--- src/hdl/fold_posture_range_classifier_macros.svh ---
// ----------------------------------------------------------------------------
// Fold posture range classifier: assertion macros
// Concurrent assertion wrappers clocked on clk and disabled during reset.
// ----------------------------------------------------------------------------
`ifndef FOLD_POSTURE_RANGE_CLASSIFIER_MACROS_SVH
`define FOLD_POSTURE_RANGE_CLASSIFIER_MACROS_SVH

`ifndef ASSERT_OFF

// A property that must hold at every clock edge outside reset.
`define FPRC_ASSERT(label, prop) \
    label: assert property (@(posedge clk) disable iff (!rst_n) prop) \
        else $error("fprc assertion failed");

// When the first expression holds, the second must hold in the next cycle.
`define FPRC_ASSERT_NEXT(label, ante, cons) \
    label: assert property (@(posedge clk) disable iff (!rst_n) (ante) |=> (cons)) \
        else $error("fprc assertion failed");

`else

`define FPRC_ASSERT(label, prop)
`define FPRC_ASSERT_NEXT(label, ante, cons)

`endif

`endif

--- src/hdl/fprc_pkg.sv ---
// ----------------------------------------------------------------------------
// fprc_pkg
// Shared widths, codes and controller/datapath interface types for the
// fold posture range classifier.
// ----------------------------------------------------------------------------
`timescale 1ns / 1ps

package fprc_pkg;

    localparam int CMD_W       = 2;
    localparam int AXIS_W      = 2;
    localparam int ENTRY_W     = 4;
    localparam int POS_W       = 19;
    localparam int POSTURE_W   = 3;
    localparam int AXES_CFG_W  = 3;
    localparam int COUNT_CFG_W = 5;
    localparam int CFG_IDX_W   = 2;
    localparam int CFG_DATA_W  = 5;

    localparam logic [POS_W-1:0]     POS_MAX      = 19'd360000;
    localparam logic [POSTURE_W-1:0] POSTURE_NONE = 3'd0;

    localparam logic [CFG_IDX_W-1:0] REG_ACTIVE_AXES = 2'd0;
    localparam logic [CFG_IDX_W-1:0] REG_ENTRY_COUNT = 2'd1;

    typedef enum logic [CMD_W-1:0] {
        CMD_SET_POSITION  = 2'd0,
        CMD_FORCE_POSTURE = 2'd1,
        CMD_LOAD_ENTRY    = 2'd2
    } cmd_t;

    typedef enum logic [1:0] {
        ST_IDLE   = 2'd0,
        ST_EXEC   = 2'd1,
        ST_SCAN   = 2'd2,
        ST_FINISH = 2'd3
    } state_t;

    // Commands from the controller to the datapath.
    typedef struct packed {
        logic capture;
        logic exec;
        logic scan;
        logic deliver;
    } ctrl_cmd_t;

    // Status from the datapath to the controller.
    typedef struct packed {
        logic need_scan;
        logic scan_done;
        logic out_free;
    } dp_status_t;

endpackage

--- src/hdl/fprc_ram.sv ---
// ----------------------------------------------------------------------------
// fprc_ram
// Generic single write port, single read port RAM with registered read data.
// ----------------------------------------------------------------------------
`timescale 1ns / 1ps

module fprc_ram #(
    parameter int WIDTH  = 8,
    parameter int DEPTH  = 16,
    parameter int ADDR_W = (DEPTH > 1) ? $clog2(DEPTH) : 1
) (
    input  logic              clk,
    input  logic              we,
    input  logic [ADDR_W-1:0] waddr,
    input  logic [WIDTH-1:0]  wdata,
    input  logic [ADDR_W-1:0] raddr,
    output logic [WIDTH-1:0]  rdata
);

    logic [WIDTH-1:0] mem_reg [DEPTH];
    logic [WIDTH-1:0] rdata_reg;

    always_ff @(posedge clk)
    begin
        if (we)
        begin
            mem_reg[waddr] <= wdata;
        end
        rdata_reg <= mem_reg[raddr];
    end

    assign rdata = rdata_reg;

endmodule

--- src/hdl/fprc_ctrl.sv ---
// ----------------------------------------------------------------------------
// fprc_ctrl
// Command sequencer: takes one item, runs its immediate effects, drives the
// table scan when one is needed and hands the result to the output register.
// ----------------------------------------------------------------------------
`timescale 1ns / 1ps

module fprc_ctrl (
    input  logic                   clk,
    input  logic                   rst_n,
    input  logic                   in_valid,
    output logic                   in_ready,
    input  fprc_pkg::dp_status_t   status,
    output fprc_pkg::ctrl_cmd_t    ctrl
);

    fprc_pkg::state_t state_reg;
    fprc_pkg::state_t state_next;

    always_ff @(posedge clk or negedge rst_n)
    begin
        if (!rst_n)
        begin
            state_reg <= fprc_pkg::ST_IDLE;
        end
        else
        begin
            state_reg <= state_next;
        end
    end

    always_comb
    begin
        state_next = state_reg;
        ctrl       = '0;
        in_ready   = 1'b0;
        unique case (state_reg)
            fprc_pkg::ST_IDLE:
            begin
                in_ready = 1'b1;
                if (in_valid)
                begin
                    ctrl.capture = 1'b1;
                    state_next   = fprc_pkg::ST_EXEC;
                end
            end
            fprc_pkg::ST_EXEC:
            begin
                ctrl.exec  = 1'b1;
                state_next = status.need_scan ? fprc_pkg::ST_SCAN : fprc_pkg::ST_FINISH;
            end
            fprc_pkg::ST_SCAN:
            begin
                ctrl.scan = 1'b1;
                if (status.scan_done)
                begin
                    state_next = fprc_pkg::ST_FINISH;
                end
            end
            fprc_pkg::ST_FINISH:
            begin
                // The result waits here while the output register is still full.
                if (status.out_free)
                begin
                    ctrl.deliver = 1'b1;
                    state_next   = fprc_pkg::ST_IDLE;
                end
            end
            default:
            begin
                state_next = fprc_pkg::ST_IDLE;
            end
        endcase
    end

endmodule

--- src/hdl/fprc_datapath.sv ---
// ----------------------------------------------------------------------------
// fprc_datapath
// Axis positions, posture table memories, configuration registers, the
// one-entry-per-cycle table scan and the output register.
// ----------------------------------------------------------------------------
`timescale 1ns / 1ps

module fprc_datapath #(
    parameter int MAX_ENTRIES = 16,
    parameter int MAX_AXES    = 4
) (
    input  logic                                 clk,
    input  logic                                 rst_n,
    input  logic                                 cfg_valid,
    input  logic [fprc_pkg::CFG_IDX_W-1:0]       cfg_index,
    input  logic [fprc_pkg::CFG_DATA_W-1:0]      cfg_data,
    input  logic [fprc_pkg::CMD_W-1:0]           command,
    input  logic [fprc_pkg::AXIS_W-1:0]          axis_number,
    input  logic [fprc_pkg::ENTRY_W-1:0]         entry_number,
    input  logic [fprc_pkg::POS_W-1:0]           new_position,
    input  logic [fprc_pkg::POS_W-1:0]           bound_low,
    input  logic [fprc_pkg::POS_W-1:0]           bound_high,
    input  logic [fprc_pkg::POSTURE_W-1:0]       posture_code,
    output logic [fprc_pkg::POSTURE_W-1:0]       posture,
    output logic                                 posture_changed,
    output logic                                 ignored,
    output logic                                 out_valid,
    input  logic                                 out_ready,
    input  fprc_pkg::ctrl_cmd_t                  ctrl,
    output fprc_pkg::dp_status_t                 status
);

    localparam int POS_W = fprc_pkg::POS_W;
    localparam int PW    = fprc_pkg::POSTURE_W;
    localparam int BW    = 2 * POS_W;
    localparam int AW    = (MAX_ENTRIES > 1) ? $clog2(MAX_ENTRIES) : 1;
    localparam int CW    = $clog2(MAX_ENTRIES + 1);
    localparam int XW    = (AW > fprc_pkg::ENTRY_W) ? AW : fprc_pkg::ENTRY_W;
    localparam int NAW   = $clog2(MAX_AXES + 1);
    localparam int AXW   = (MAX_AXES > 1) ? $clog2(MAX_AXES) : 1;
    localparam int AXX   = (AXW > fprc_pkg::AXIS_W) ? AXW : fprc_pkg::AXIS_W;

    function automatic logic [POS_W-1:0] midpoint(input logic [POS_W-1:0] lo,
                                                  input logic [POS_W-1:0] hi);
        logic [POS_W:0]   sum;
        logic [POS_W-1:0] mid;
        sum = {1'b0, lo} + {1'b0, hi};
        mid = sum[POS_W:1];
        return (mid > fprc_pkg::POS_MAX) ? fprc_pkg::POS_MAX : mid;
    endfunction

    // Configuration registers.
    logic [fprc_pkg::AXES_CFG_W-1:0]  active_axes_reg, active_axes_next;
    logic [fprc_pkg::COUNT_CFG_W-1:0] entry_count_reg, entry_count_next;

    // Captured item.
    fprc_pkg::cmd_t                   cmd_reg, cmd_next;
    logic [fprc_pkg::AXIS_W-1:0]      axis_reg, axis_next;
    logic [fprc_pkg::ENTRY_W-1:0]     entry_reg, entry_next;
    logic [POS_W-1:0]                 pos_reg, pos_next;
    logic [POS_W-1:0]                 lo_reg, lo_next;
    logic [POS_W-1:0]                 hi_reg, hi_next;
    logic [PW-1:0]                    code_reg, code_next;

    // Block state.
    logic [POS_W-1:0]                 axis_pos_reg [MAX_AXES];
    logic [POS_W-1:0]                 axis_pos_next [MAX_AXES];
    logic [PW-1:0]                    cur_posture_reg, cur_posture_next;
    logic                             res_changed_reg, res_changed_next;
    logic                             res_ignored_reg, res_ignored_next;

    // Scan pipeline.
    logic [CW-1:0]                    issue_idx_reg, issue_idx_next;
    logic                             pend_valid_reg, pend_valid_next;

    // Output register.
    logic                             out_valid_reg, out_valid_next;
    logic [PW-1:0]                    out_posture_reg, out_posture_next;
    logic                             out_changed_reg, out_changed_next;
    logic                             out_ignored_reg, out_ignored_next;

    logic [NAW-1:0]                   na;
    logic [CW-1:0]                    ne;
    logic [AXX-1:0]                   axis_ext;
    logic [AXW-1:0]                   axis_idx;
    logic [XW-1:0]                    entry_ext;
    logic [AW-1:0]                    waddr;
    logic [AW-1:0]                    raddr;
    logic                             set_ok;
    logic                             force_ok;
    logic                             load_ok;
    logic                             need_scan;
    logic                             imm_changed;
    logic                             imm_ignored;
    logic                             load_we;
    logic [MAX_AXES-1:0]              bound_we;
    logic [BW-1:0]                    bound_rd [MAX_AXES];
    logic [PW-1:0]                    rd_posture;
    logic                             is_classify;
    logic                             brk;
    logic                             hit;
    logic                             exhausted;
    logic                             scan_done;
    logic [PW-1:0]                    class_result;
    logic                             force_match;

    always_comb
    begin
        na = (32'(active_axes_reg) > MAX_AXES) ? NAW'(MAX_AXES) : NAW'(active_axes_reg);
        ne = (32'(entry_count_reg) > MAX_ENTRIES) ? CW'(MAX_ENTRIES) : CW'(entry_count_reg);
        axis_ext  = AXX'(axis_reg);
        axis_idx  = axis_ext[AXW-1:0];
        entry_ext = XW'(entry_reg);
        waddr     = entry_ext[AW-1:0];
        raddr     = issue_idx_reg[AW-1:0];
    end

    // Command decode on the captured item.
    always_comb
    begin
        set_ok   = (32'(axis_reg) < 32'(na)) && (axis_pos_reg[axis_idx] != pos_reg);
        force_ok = (code_reg != cur_posture_reg);
        load_ok  = (32'(axis_reg) < MAX_AXES) && (32'(entry_reg) < MAX_ENTRIES);
        need_scan   = 1'b0;
        imm_changed = 1'b0;
        imm_ignored = 1'b0;
        unique case (cmd_reg)
            fprc_pkg::CMD_SET_POSITION:
            begin
                need_scan   = set_ok;
                imm_ignored = !set_ok;
            end
            fprc_pkg::CMD_FORCE_POSTURE:
            begin
                need_scan   = force_ok;
                imm_changed = force_ok;
                imm_ignored = !force_ok;
            end
            fprc_pkg::CMD_LOAD_ENTRY:
            begin
                imm_ignored = !load_ok;
            end
            default:
            begin
                imm_ignored = 1'b1;
            end
        endcase
        load_we = ctrl.exec && (cmd_reg == fprc_pkg::CMD_LOAD_ENTRY) && load_ok;
    end

    // One memory per axis holds the low and high bounds of every entry, so a
    // load touches one axis and a scan reads every axis of one entry at once.
    for (genvar g = 0; g < MAX_AXES; g++)
    begin : g_axis_ram
        assign bound_we[g] = load_we && (axis_idx == AXW'(g));

        fprc_ram #(
            .WIDTH (BW),
            .DEPTH (MAX_ENTRIES)
        ) u_bound_ram (
            .clk   (clk),
            .we    (bound_we[g]),
            .waddr (waddr),
            .wdata ({lo_reg, hi_reg}),
            .raddr (raddr),
            .rdata (bound_rd[g])
        );
    end

    fprc_ram #(
        .WIDTH (PW),
        .DEPTH (MAX_ENTRIES)
    ) u_posture_ram (
        .clk   (clk),
        .we    (load_we),
        .waddr (waddr),
        .wdata (code_reg),
        .raddr (raddr),
        .rdata (rd_posture)
    );

    // Check stage of the scan: the entry read in the previous cycle.
    always_comb
    begin
        is_classify = (cmd_reg == fprc_pkg::CMD_SET_POSITION);
        brk = bound_rd[0][BW-1:POS_W] > axis_pos_reg[0];
        hit = 1'b1;
        for (int a = 0; a < MAX_AXES; a++)
        begin
            if (a < int'(na))
            begin
                if ((bound_rd[a][BW-1:POS_W] > axis_pos_reg[a]) ||
                    (bound_rd[a][POS_W-1:0] < axis_pos_reg[a]))
                begin
                    hit = 1'b0;
                end
            end
        end
        exhausted    = (issue_idx_reg == ne);
        scan_done    = exhausted || (is_classify && pend_valid_reg && (brk || hit));
        class_result = (pend_valid_reg && !brk && hit) ? rd_posture : fprc_pkg::POSTURE_NONE;
        force_match  = ctrl.scan && !is_classify && pend_valid_reg && (rd_posture == code_reg);
    end

    always_comb
    begin
        active_axes_next = active_axes_reg;
        entry_count_next = entry_count_reg;
        if (cfg_valid)
        begin
            unique case (cfg_index)
                fprc_pkg::REG_ACTIVE_AXES: active_axes_next = cfg_data[fprc_pkg::AXES_CFG_W-1:0];
                fprc_pkg::REG_ENTRY_COUNT: entry_count_next = cfg_data[fprc_pkg::COUNT_CFG_W-1:0];
                default:                   active_axes_next = active_axes_reg;
            endcase
        end

        cmd_next   = cmd_reg;
        axis_next  = axis_reg;
        entry_next = entry_reg;
        pos_next   = pos_reg;
        lo_next    = lo_reg;
        hi_next    = hi_reg;
        code_next  = code_reg;
        if (ctrl.capture)
        begin
            cmd_next   = fprc_pkg::cmd_t'(command);
            axis_next  = axis_number;
            entry_next = entry_number;
            pos_next   = (new_position > fprc_pkg::POS_MAX) ? fprc_pkg::POS_MAX : new_position;
            lo_next    = bound_low;
            hi_next    = bound_high;
            code_next  = posture_code;
        end

        axis_pos_next    = axis_pos_reg;
        cur_posture_next = cur_posture_reg;
        res_changed_next = res_changed_reg;
        res_ignored_next = res_ignored_reg;
        issue_idx_next   = issue_idx_reg;
        pend_valid_next  = pend_valid_reg;

        if (ctrl.exec)
        begin
            res_changed_next = imm_changed;
            res_ignored_next = imm_ignored;
            issue_idx_next   = '0;
            pend_valid_next  = 1'b0;
            if (is_classify && set_ok)
            begin
                axis_pos_next[axis_idx] = pos_reg;
            end
            if ((cmd_reg == fprc_pkg::CMD_FORCE_POSTURE) && force_ok)
            begin
                cur_posture_next = code_reg;
            end
        end

        if (ctrl.scan)
        begin
            if (!exhausted)
            begin
                issue_idx_next  = issue_idx_reg + CW'(1);
                pend_valid_next = 1'b1;
            end
            else
            begin
                pend_valid_next = 1'b0;
            end
            if (is_classify && scan_done)
            begin
                cur_posture_next = class_result;
                res_changed_next = (class_result != cur_posture_reg);
            end
        end

        // Every matching entry overwrites the axes, so the last match wins.
        if (force_match)
        begin
            for (int a = 0; a < MAX_AXES; a++)
            begin
                if (a < int'(na))
                begin
                    axis_pos_next[a] = midpoint(bound_rd[a][BW-1:POS_W],
                                                bound_rd[a][POS_W-1:0]);
                end
            end
        end

        out_valid_next   = out_valid_reg;
        out_posture_next = out_posture_reg;
        out_changed_next = out_changed_reg;
        out_ignored_next = out_ignored_reg;
        if (ctrl.deliver)
        begin
            out_valid_next   = 1'b1;
            out_posture_next = cur_posture_reg;
            out_changed_next = res_changed_reg;
            out_ignored_next = res_ignored_reg;
        end
        else if (out_ready)
        begin
            out_valid_next = 1'b0;
        end
    end

    always_ff @(posedge clk or negedge rst_n)
    begin
        if (!rst_n)
        begin
            active_axes_reg <= '0;
            entry_count_reg <= '0;
            for (int a = 0; a < MAX_AXES; a++)
            begin
                axis_pos_reg[a] <= '0;
            end
            cur_posture_reg <= fprc_pkg::POSTURE_NONE;
            issue_idx_reg   <= '0;
            pend_valid_reg  <= 1'b0;
            out_valid_reg   <= 1'b0;
        end
        else
        begin
            active_axes_reg <= active_axes_next;
            entry_count_reg <= entry_count_next;
            axis_pos_reg    <= axis_pos_next;
            cur_posture_reg <= cur_posture_next;
            issue_idx_reg   <= issue_idx_next;
            pend_valid_reg  <= pend_valid_next;
            out_valid_reg   <= out_valid_next;
        end
    end

    always_ff @(posedge clk)
    begin
        cmd_reg         <= cmd_next;
        axis_reg        <= axis_next;
        entry_reg       <= entry_next;
        pos_reg         <= pos_next;
        lo_reg          <= lo_next;
        hi_reg          <= hi_next;
        code_reg        <= code_next;
        res_changed_reg <= res_changed_next;
        res_ignored_reg <= res_ignored_next;
        out_posture_reg <= out_posture_next;
        out_changed_reg <= out_changed_next;
        out_ignored_reg <= out_ignored_next;
    end

    assign status.need_scan = need_scan;
    assign status.scan_done = scan_done;
    assign status.out_free  = !out_valid_reg || out_ready;

    assign out_valid       = out_valid_reg;
    assign posture         = out_posture_reg;
    assign posture_changed = out_changed_reg;
    assign ignored         = out_ignored_reg;

endmodule

--- src/hdl/fold_posture_range_classifier.sv ---
// ----------------------------------------------------------------------------
// fold_posture_range_classifier
// Tracks hinge and roll axis positions and classifies them against a table of
// posture ranges; also forces postures and loads table entries.
//
//   channel   signals                        direction  transfer when
//   input     in_valid/in_ready + 7 fields   in         in_valid && in_ready
//   result    out_valid/out_ready + 3 fields out        out_valid && out_ready
//   config    cfg_valid/cfg_ready, index,    in         cfg_valid && cfg_ready
//             data
//
// A load, an ignored command or an unused code skips the table scan. A
// position set or a posture force scans the first N table entries, N being
// entry_count capped at MAX_ENTRIES, one entry per cycle through the bound
// memories' single read port; a classification scan stops early on a match
// or on an entry whose axis-0 lower bound lies above the axis-0 position.
// One item is in work at a time; the next is taken the cycle after delivery.
// Reset clears positions, posture and configuration; the table is not cleared
// and holds nothing meaningful until loaded. A full output register stalls
// the finished result, not the configuration port, which is always ready.
// ----------------------------------------------------------------------------
`timescale 1ns / 1ps
`include "fold_posture_range_classifier_macros.svh"

module fold_posture_range_classifier #(
    parameter int MAX_ENTRIES = 16,
    parameter int MAX_AXES    = 4
) (
    input  logic                                 clk,
    input  logic                                 rst_n,
    input  logic                                 in_valid,
    output logic                                 in_ready,
    input  logic [fprc_pkg::CMD_W-1:0]           command,
    input  logic [fprc_pkg::AXIS_W-1:0]          axis_number,
    input  logic [fprc_pkg::ENTRY_W-1:0]         entry_number,
    input  logic [fprc_pkg::POS_W-1:0]           new_position,
    input  logic [fprc_pkg::POS_W-1:0]           bound_low,
    input  logic [fprc_pkg::POS_W-1:0]           bound_high,
    input  logic [fprc_pkg::POSTURE_W-1:0]       posture_code,
    output logic                                 out_valid,
    input  logic                                 out_ready,
    output logic [fprc_pkg::POSTURE_W-1:0]       posture,
    output logic                                 posture_changed,
    output logic                                 ignored,
    input  logic                                 cfg_valid,
    output logic                                 cfg_ready,
    input  logic [fprc_pkg::CFG_IDX_W-1:0]       cfg_index,
    input  logic [fprc_pkg::CFG_DATA_W-1:0]      cfg_data
);

    fprc_pkg::ctrl_cmd_t  ctrl;
    fprc_pkg::dp_status_t status;

    assign cfg_ready = 1'b1;

    fprc_ctrl u_ctrl (
        .clk      (clk),
        .rst_n    (rst_n),
        .in_valid (in_valid),
        .in_ready (in_ready),
        .status   (status),
        .ctrl     (ctrl)
    );

    fprc_datapath #(
        .MAX_ENTRIES (MAX_ENTRIES),
        .MAX_AXES    (MAX_AXES)
    ) u_datapath (
        .clk             (clk),
        .rst_n           (rst_n),
        .cfg_valid       (cfg_valid),
        .cfg_index       (cfg_index),
        .cfg_data        (cfg_data),
        .command         (command),
        .axis_number     (axis_number),
        .entry_number    (entry_number),
        .new_position    (new_position),
        .bound_low       (bound_low),
        .bound_high      (bound_high),
        .posture_code    (posture_code),
        .posture         (posture),
        .posture_changed (posture_changed),
        .ignored         (ignored),
        .out_valid       (out_valid),
        .out_ready       (out_ready),
        .ctrl            (ctrl),
        .status          (status)
    );

    // In the cycle after an item is accepted, the block is not ready for another.
    `FPRC_ASSERT_NEXT(a_no_accept_after_accept, in_valid && in_ready, !in_ready)

    // The table scan never overlaps with taking a new item.
    `FPRC_ASSERT(a_scan_blocks_input, ctrl.scan |-> !in_ready)

    // A result appears only when the controller hands one over.
    `FPRC_ASSERT(a_out_from_deliver, $rose(out_valid) |-> $past(ctrl.deliver))

endmodule

--- config.mk ---
export PLATFORM = sky130hd
export DESIGN_NAME = fold_posture_range_classifier
export DESIGN_NICKNAME = d
export VERILOG_FILES = /design/src/hdl/fprc_pkg.sv /design/src/hdl/fprc_ram.sv /design/src/hdl/fprc_ctrl.sv /design/src/hdl/fprc_datapath.sv /design/src/hdl/fold_posture_range_classifier.sv
export VERILOG_INCLUDE_DIRS = /design/src /design/src/hdl
export SDC_FILE = /design/constraint.sdc
export NUM_CORES = 2
export LEC_CHECK = 0
export ABC_CLOCK_PERIOD_IN_PS = 7200
export BUFFER_PORTS_ARGS = -buffer_cell sky130_fd_sc_hd__buf_2
export CAP_MARGIN = 20
export CORE_AREA = 2 2 532 534
export CTS_BUF_LIST = sky130_fd_sc_hd__clkbuf_4 sky130_fd_sc_hd__clkbuf_8 sky130_fd_sc_hd__clkbuf_16
export DETAILED_ROUTE_END_ITERATION = 6
export DIE_AREA = 0 0 534 536
export SLEW_MARGIN = 20
export SYNTH_ARGS = -nofsm -noshare
export SYNTH_HDL_FRONTEND = slang
export SYNTH_SLANG_ARGS = --single-unit
--- constraint.sdc ---
create_clock -name clk -period 7.2 [get_ports clk]
set_clock_uncertainty 0.2 [all_clocks]
set_input_delay 1.44 -clock clk [delete_from_list [all_inputs] [get_ports clk]]
set_output_delay 1.44 -clock clk [all_outputs]
set_load 0.05 [all_outputs]
After elaboration in Yosys (flattened, before gate mapping)
Memories as Yosys holds them, arrays and structs flattened. A register that Yosys moved wholly into a read port is not among the register bits. Cells that the tools add are included.

Bitwise logic cells: 1. $add $sub $neg: 5. Eq/ne operators: 17. Magnitude comparators: 22. Reductions and logical operators: 38. Multiplexer cells: 68.

Operators by type and width (count): 76-bit 2-to-1 mux (3); 19-bit 2-to-1 mux (11); 19-bit > comparator (second input constant) (5); 19-bit by 19-bit adder with 20-bit output (4); 76-bit bitwise mux (1); 19-bit > comparator (4); 19-bit less-than comparator (4); 19-bit binary-select mux with 2-bit select (1); 19-bit demux with 2-bit select (1); 1-bit 2-to-1 mux (35); 5-bit 2-to-1 mux (4); 19-bit inequality test (1); 3-bit 2-to-1 mux (6); 1-bit logical AND (17); 2-bit equality test (second input constant) (5); 2-bit by 1-bit equality test with 1-bit output (second input constant) (4); 2-bit logical NOT (4); 2-bit one-hot mux with 4 select lines (1); 1-bit logical OR (7); 1-bit by 3-bit less-than comparator with 1-bit output (first input constant) (2); 2-bit by 3-bit less-than comparator with 1-bit output (first input constant) (2); 2-bit 2-to-1 mux (3); 3-bit inequality test (2); 5-bit by 1-bit adder with 5-bit output (second input constant) (1); 16 further kinds (23).

Memories kept: 5. Input bits: 80. Word-level logic and storage cells: 179. Memory bits (writable): 2480. Bits in registers: 171. Output and inout bits: 8.

Memory list: u_datapath.g_axis_ram[0].u_bound_ram.mem_reg (depth 16, width 38, read ports 1, clocked after memory_dff 1, write ports 1, line fprc_ram.sv:20) `logic [WIDTH-1:0] mem_reg [DEPTH];`; u_datapath.g_axis_ram[1].u_bound_ram.mem_reg (depth 16, width 38, read ports 1, clocked after memory_dff 1, write ports 1, line fprc_ram.sv:20); u_datapath.g_axis_ram[2].u_bound_ram.mem_reg (depth 16, width 38, read ports 1, clocked after memory_dff 1, write ports 1, line fprc_ram.sv:20); u_datapath.g_axis_ram[3].u_bound_ram.mem_reg (depth 16, width 38, read ports 1, clocked after memory_dff 1, write ports 1, line fprc_ram.sv:20); u_datapath.u_posture_ram.mem_reg (depth 16, width 3, read ports 1, clocked after memory_dff 1, write ports 1, line fprc_ram.sv:20).

Logic depth before layout (Yosys ltp)
Depth in word-level cells: 16. Depth in mapped cells: 14. Mapped depth without buffers: 12.

Cells and area by module
A second synthesis with hierarchy kept.

Cells, all modules: 5806. Area total of the unflattened synthesis: 112440.3 µm².

Modules (own cells, without submodules): fprc_ram (u_datapath.g_axis_ram[0].u_bound_ram ...) (cells each 989, seq. area each 19018.2 µm², area an instance 23570.1 µm², instances 4); fprc_datapath (cells each 1726, seq. area each 4594.4 µm², area an instance 15941.5 µm², instances 1); fprc_ram (u_datapath.u_posture_ram) (cells each 103, seq. area each 1501.4 µm², area an instance 2011.9 µm², instances 1); fprc_ctrl (cells each 19, seq. area each 50.0 µm², area an instance 195.2 µm², instances 1); fold_posture_range_classifier (cells each 2, seq. area each 0.0 µm², area an instance 11.3 µm², instances 1).

Least setup slack after synthesis
No wires, ideal clock.

Kind: input -> register. From: input new_position[0] (netlist bit). To: register u_datapath.pos_reg[16] (data pin). Path slack: 3.428 ns. Cell stages on the path: 8. Buffers on the path: 1. Data required time: 6.739 ns. Setup time: 0.261 ns. Arrival: 3.312 ns. Cell sequence: or4_1 > o31a_1 > nor3_1 > nor3_1 > o21a_1 > o21ai_0 > clkbuf_1 > nand2b_1.

Longest elaborated chain between the ends: 1.

Ends and longest elaborated chain: start, declared (line fold_posture_range_classifier.sv:36) `input logic [fprc_pkg::POS_W-1:0] new_position,`; 19-bit > comparator (line fprc_datapath.sv:230) `pos_next = (new_position > fprc_pkg::POS_MAX) ? fprc_pkg::POS_MAX : new_position;`; end signal, assigned (line fprc_datapath.sv:339) `pos_reg <= pos_next;`; end, declared (line fprc_datapath.sv:60) `logic [POS_W-1:0] pos_reg, pos_next;`.

Every way passes these cells. A chain may end at the register's enable or synchronous reset.

Worst setup path in the final report
From: register u_datapath.axis_pos_reg[63] (netlist bit). To: register u_ctrl.state_reg[1].

Longest elaborated chain between the ends: 15. Elaborated cells between the ends (all ways): 16. Classes of those cells: order compare: 2; eq/ne: 1; mux: 8; reduce/logical: 5.

Ends and longest elaborated chain: start, declared (line fprc_datapath.sv:66) `logic [POS_W-1:0] axis_pos_reg [MAX_AXES];`; start signal, assigned (line fprc_datapath.sv:326) `axis_pos_reg <= axis_pos_next;`; 19-bit > comparator / 19-bit less-than comparator (equally long branches) (line fprc_datapath.sv:186, fprc_datapath.sv:192, fprc_datapath.sv:193); 1-bit logical OR (line fprc_datapath.sv:192) `if ((bound_rd[a][BW-1:POS_W] > axis_pos_reg[a]) ||`; 1-bit 2-to-1 mux (line fprc_datapath.sv:192); 1-bit 2-to-1 mux (line fprc_datapath.sv:190) `if (a < int'(na))`; 1-bit 2-to-1 mux (line fprc_datapath.sv:192); 1-bit 2-to-1 mux (line fprc_datapath.sv:190); 1-bit 2-to-1 mux (line fprc_datapath.sv:192); 1-bit 2-to-1 mux (line fprc_datapath.sv:190); 1-bit 2-to-1 mux (line fprc_datapath.sv:192); 1-bit 2-to-1 mux (line fprc_datapath.sv:190); 1-bit logical OR * (line fprc_datapath.sv:200) `scan_done = exhausted || (is_classify && pend_valid_reg && (brk || hit));`; 1-bit logical AND * (line fprc_datapath.sv:200); 1-bit logical OR * (line fprc_datapath.sv:200); 2-bit by 1-bit inequality test with 1-bit output (no line) *; 3-bit AND reduction (no line) *; end signal, assigned (line fprc_ctrl.sv:24) `state_reg <= fprc_pkg::ST_IDLE;`; end signal, assigned (line fprc_ctrl.sv:28) `state_reg <= state_next;`; end, declared (line fprc_ctrl.sv:17) `fprc_pkg::state_t state_reg;`.

Mark *: on every way between the ends. The rest lies on a longest branch, timed or not.

==> qor.yml <==
place:
  routabilityCongestion: 0.924
  hpwlAfterDp_um: 167000
  portBuffers: 86
  pre_cts_ws_ns: 3.02
clocking:
  cts_buffer_depth: 4
  cts_tree: "yes"
  h-tree-depth: 5
  cts_hold_buf: 0
  clock_latency_ns: 0.96
  cts_root_buf: "clkbuf_16"
  cts_sinks: 2806
  cts_resized: 0
  post_cts_buffers: 0
  clkSlewWorstSetupHoldPaths_ns: 0.06
  numCtsBuffers: 302
floorplan:
  io_pins: 88
  die_w_um: 534
  core_mm2: 0.281
  num_rows: 195
  start_util_pct: 39.7
  die_h_um: 536
  dieArea_mm2: 0.286
synthesis:
  synthSimpleGateAreaFrac_pct: 2.25
  ys.flop_type: "edfxtp_1"
  synth_adder_area_share_pct: 2.60
  async_flop_share_pct: 3.42
  mappedNetlistArea_mm2: 0.112
  synth_cells: 5341
  avgSynthCellArea_um2: 20.9
  synth-seq-cells: 2806
  synth_xor_area_share_pct: 0.745
  ys_types: 81
  synth_compound_area_share_pct: 2.73
  yosysSeqAreaShare_pct: 73.7
  yosysWarnings: 0
  synth_top_family_by_area: "multiplexers"
  synth_mux_area_share_pct: 16.8
  synth-edff-count: 2554
  syn_nets: 5651
routing:
  drc: 0
  vias_per_cell: 5.75
  drt_iter0_drc: 6280
  via_count: 55400
  wirelength_um: 295000
  dr.pass1.iters: 6
  avgRoutedWirePerCell_um: 30.6
  antenna_left: 0
global_routing:
  grt_pass1_vias: 56700
  grt_max_degree: 138
  grt_overflow: 0
  grt_use_total_pct: 20.5
  antenna_found_initial: 21
  grt_pass1_wl_um: 418000
power:
  netSwitchingFraction_pct: 30.4
  ir_drop_uv: 250
  p_comb_share_pct: 26.5
  power.switching_mw: 14.6
  clkPwrFrac_pct: 31.3
  pwr-share-seq_pct: 42.2
  leakagePower_nw: 40.8
  p_int_mw: 33.4
  power_density_mw_per_mm2: 377
setup_path:
  start_kind: "flip-flop"
  path_max_fanout: 3
  crit_arrival_ns: 4.79
  worstSetupPathType: "flip-flop to flip-flop"
  end_kind: "flip-flop"
  critical_path_required_ns: 7.79
  r2r_cells: 12
sta:
  relSlewSlack_pct: 27.1
  worst_pin_slew_ns: 1.09
  period_share_pct: 58.3
  period_needed_ns: 4.20
  finalSetupViolCount: 0
  rsz0062_at_grt: "no"
  finalMaxSlewViolations: 0
  hold_violations: 0
  fin_setup_tns_ns: 0
  setup_ws_ns: 3.00
  max_freq_mhz: 238
job:
  cap_viol_max_count: 0
finish:
  drive_above_1_share_pct: 27.6
  post-route-util_pct: 45.3
  mostFrequentLayoutCell: "edfxtp_1"
  nNetsFinal: 5963
  largest_reg_flops: 2432
  layout_common_cells: "edfxtp_1, mux4_2, clkbuf_16"
  final.fill_count: 23300
  area_growth_pct: 14.0
hold_path:
  min_path_type: "input port to asynchronous set/reset pin"
outcome:
  status: "complete, no violations"
-- worst paths after layout --
kind	startpoint	end	slack [ns]
max	u_datapath.axis_pos_reg[63]$_DFF_PN0_	u_ctrl.state_reg[1]$_DFFE_PN0P_	3.00
min	rst_n	u_datapath.out_valid$_DFFE_PN0P_	0.24
max reg2reg	u_datapath.axis_pos_reg[63]$_DFF_PN0_	u_ctrl.state_reg[1]$_DFFE_PN0P_	3.00
min reg2reg	u_datapath.res_changed_reg$_DFF_P_	u_datapath.posture_changed$_DFFE_PP_	0.29
max in group asynchronous	rst_n	u_datapath.axis_pos_reg[3]$_DFF_PN0_	5.23
min in group clk	u_datapath.res_changed_reg$_DFF_P_	u_datapath.posture_changed$_DFFE_PP_	0.29
-- logic make-up (layout without fill, tap and decap cells) --
logic type	count (synthesis)	count (layout)
flops	2806	2806
mux	876	876
simple gates	514	514
compound gates	461	461
buf+inv	358	897
fa+ha+maj	230	230
xor+xnor	95	95
other cells	1	12
-- final cells by class --
cell class	count	area [µm²]	share of cell area, %
flip-flops and latches	2806	82200	64.6
multi-input cells	2177	28500	22.4
clock buffers	394	8390	6.60
well taps	3743	4680	3.68
repair buffers	234	1710	1.34
clock inverters	137	1200	0.946
inverters	132	495	0.389
diodes	11	27.5	0.0216
-- synthesized netlist by cell type (all sizes together), types with 15 or more instances --
master	n	area (µm²)
a31oi	19	119
nor2	153	577
mux2	15	169
a211oi	45	338
nand2	117	439
nor3	23	115
nand4	28	175
buf	66	284
mux4	794	17900
mux2i	67	671
nand2b	22	138
dfrtp	96	2400
edfxtp	2554	76700
ha	226	2830
xor2	34	298
xnor2	61	534
nand3	57	285
a21oi	110	551
a21o	40	300
dfxtp	156	3120
clkbuf	160	602
and2	22	138
o21ai	105	529
and3	15	93.8
inv	132	495
-- layer usage --
| metal | vias up | GRT usage, % | wire length (µm) |
|---|---|---|---|
| met3 | 451 | 2.97 | 20300 |
| met1 | 29800 | 28.6 | 123000 |
| met2 | 2249 | 33.3 | 142000 |
| met5 | - | 0 | 0 |
| met4 | 0 | 6.83 | 9480 |
| li1 | 22900 | - | - |
-- worst max-delay path, cell delays in order (launching register included) --
cell	delay (ns)
dfrtp_1	0.43
inv_1	0.09
ha_1	0.31
a21oi_1	0.13
o21ai_0	0.13
a2111oi_0	0.79
o31ai_1	0.17
a2bb2oi_1	0.46
a31oi_1	0.20
o31ai_1	0.33
a31oi_1	0.17
nor3_1	0.29
mux2_2	0.37
-- through the flow --
step | hold WS, ns | area (µm²) | instances | total power [mW]
CTS | 0.196 | 127000 | 9621 | 48.3
global route | 0.235 | 127000 | 9626 | 50.1
global placement | 0.284 | 118000 | 9088 | 33.2
detailed placement | 0.297 | 118000 | 9090 | 33.3
finish | 0.243 | 127000 | 9634 | 48.0
floorplan | 0.200 | 112000 | 5341 | 29.0
-- power groups by stage --
stage | sequential [mW] | combinational, mW | clock [mW]
after global routing | 20.3 | 13.9 | 15.9
final | 20.3 | 12.8 | 15.0
after floorplan | 20.0 | 9.00 | 0
after detailed placement | 20.6 | 12.7 | 0
after global placement | 20.6 | 12.6 | 0
after CTS | 20.2 | 12.8 | 15.3
Note: power is estimated with default switching activity, not from simulation.
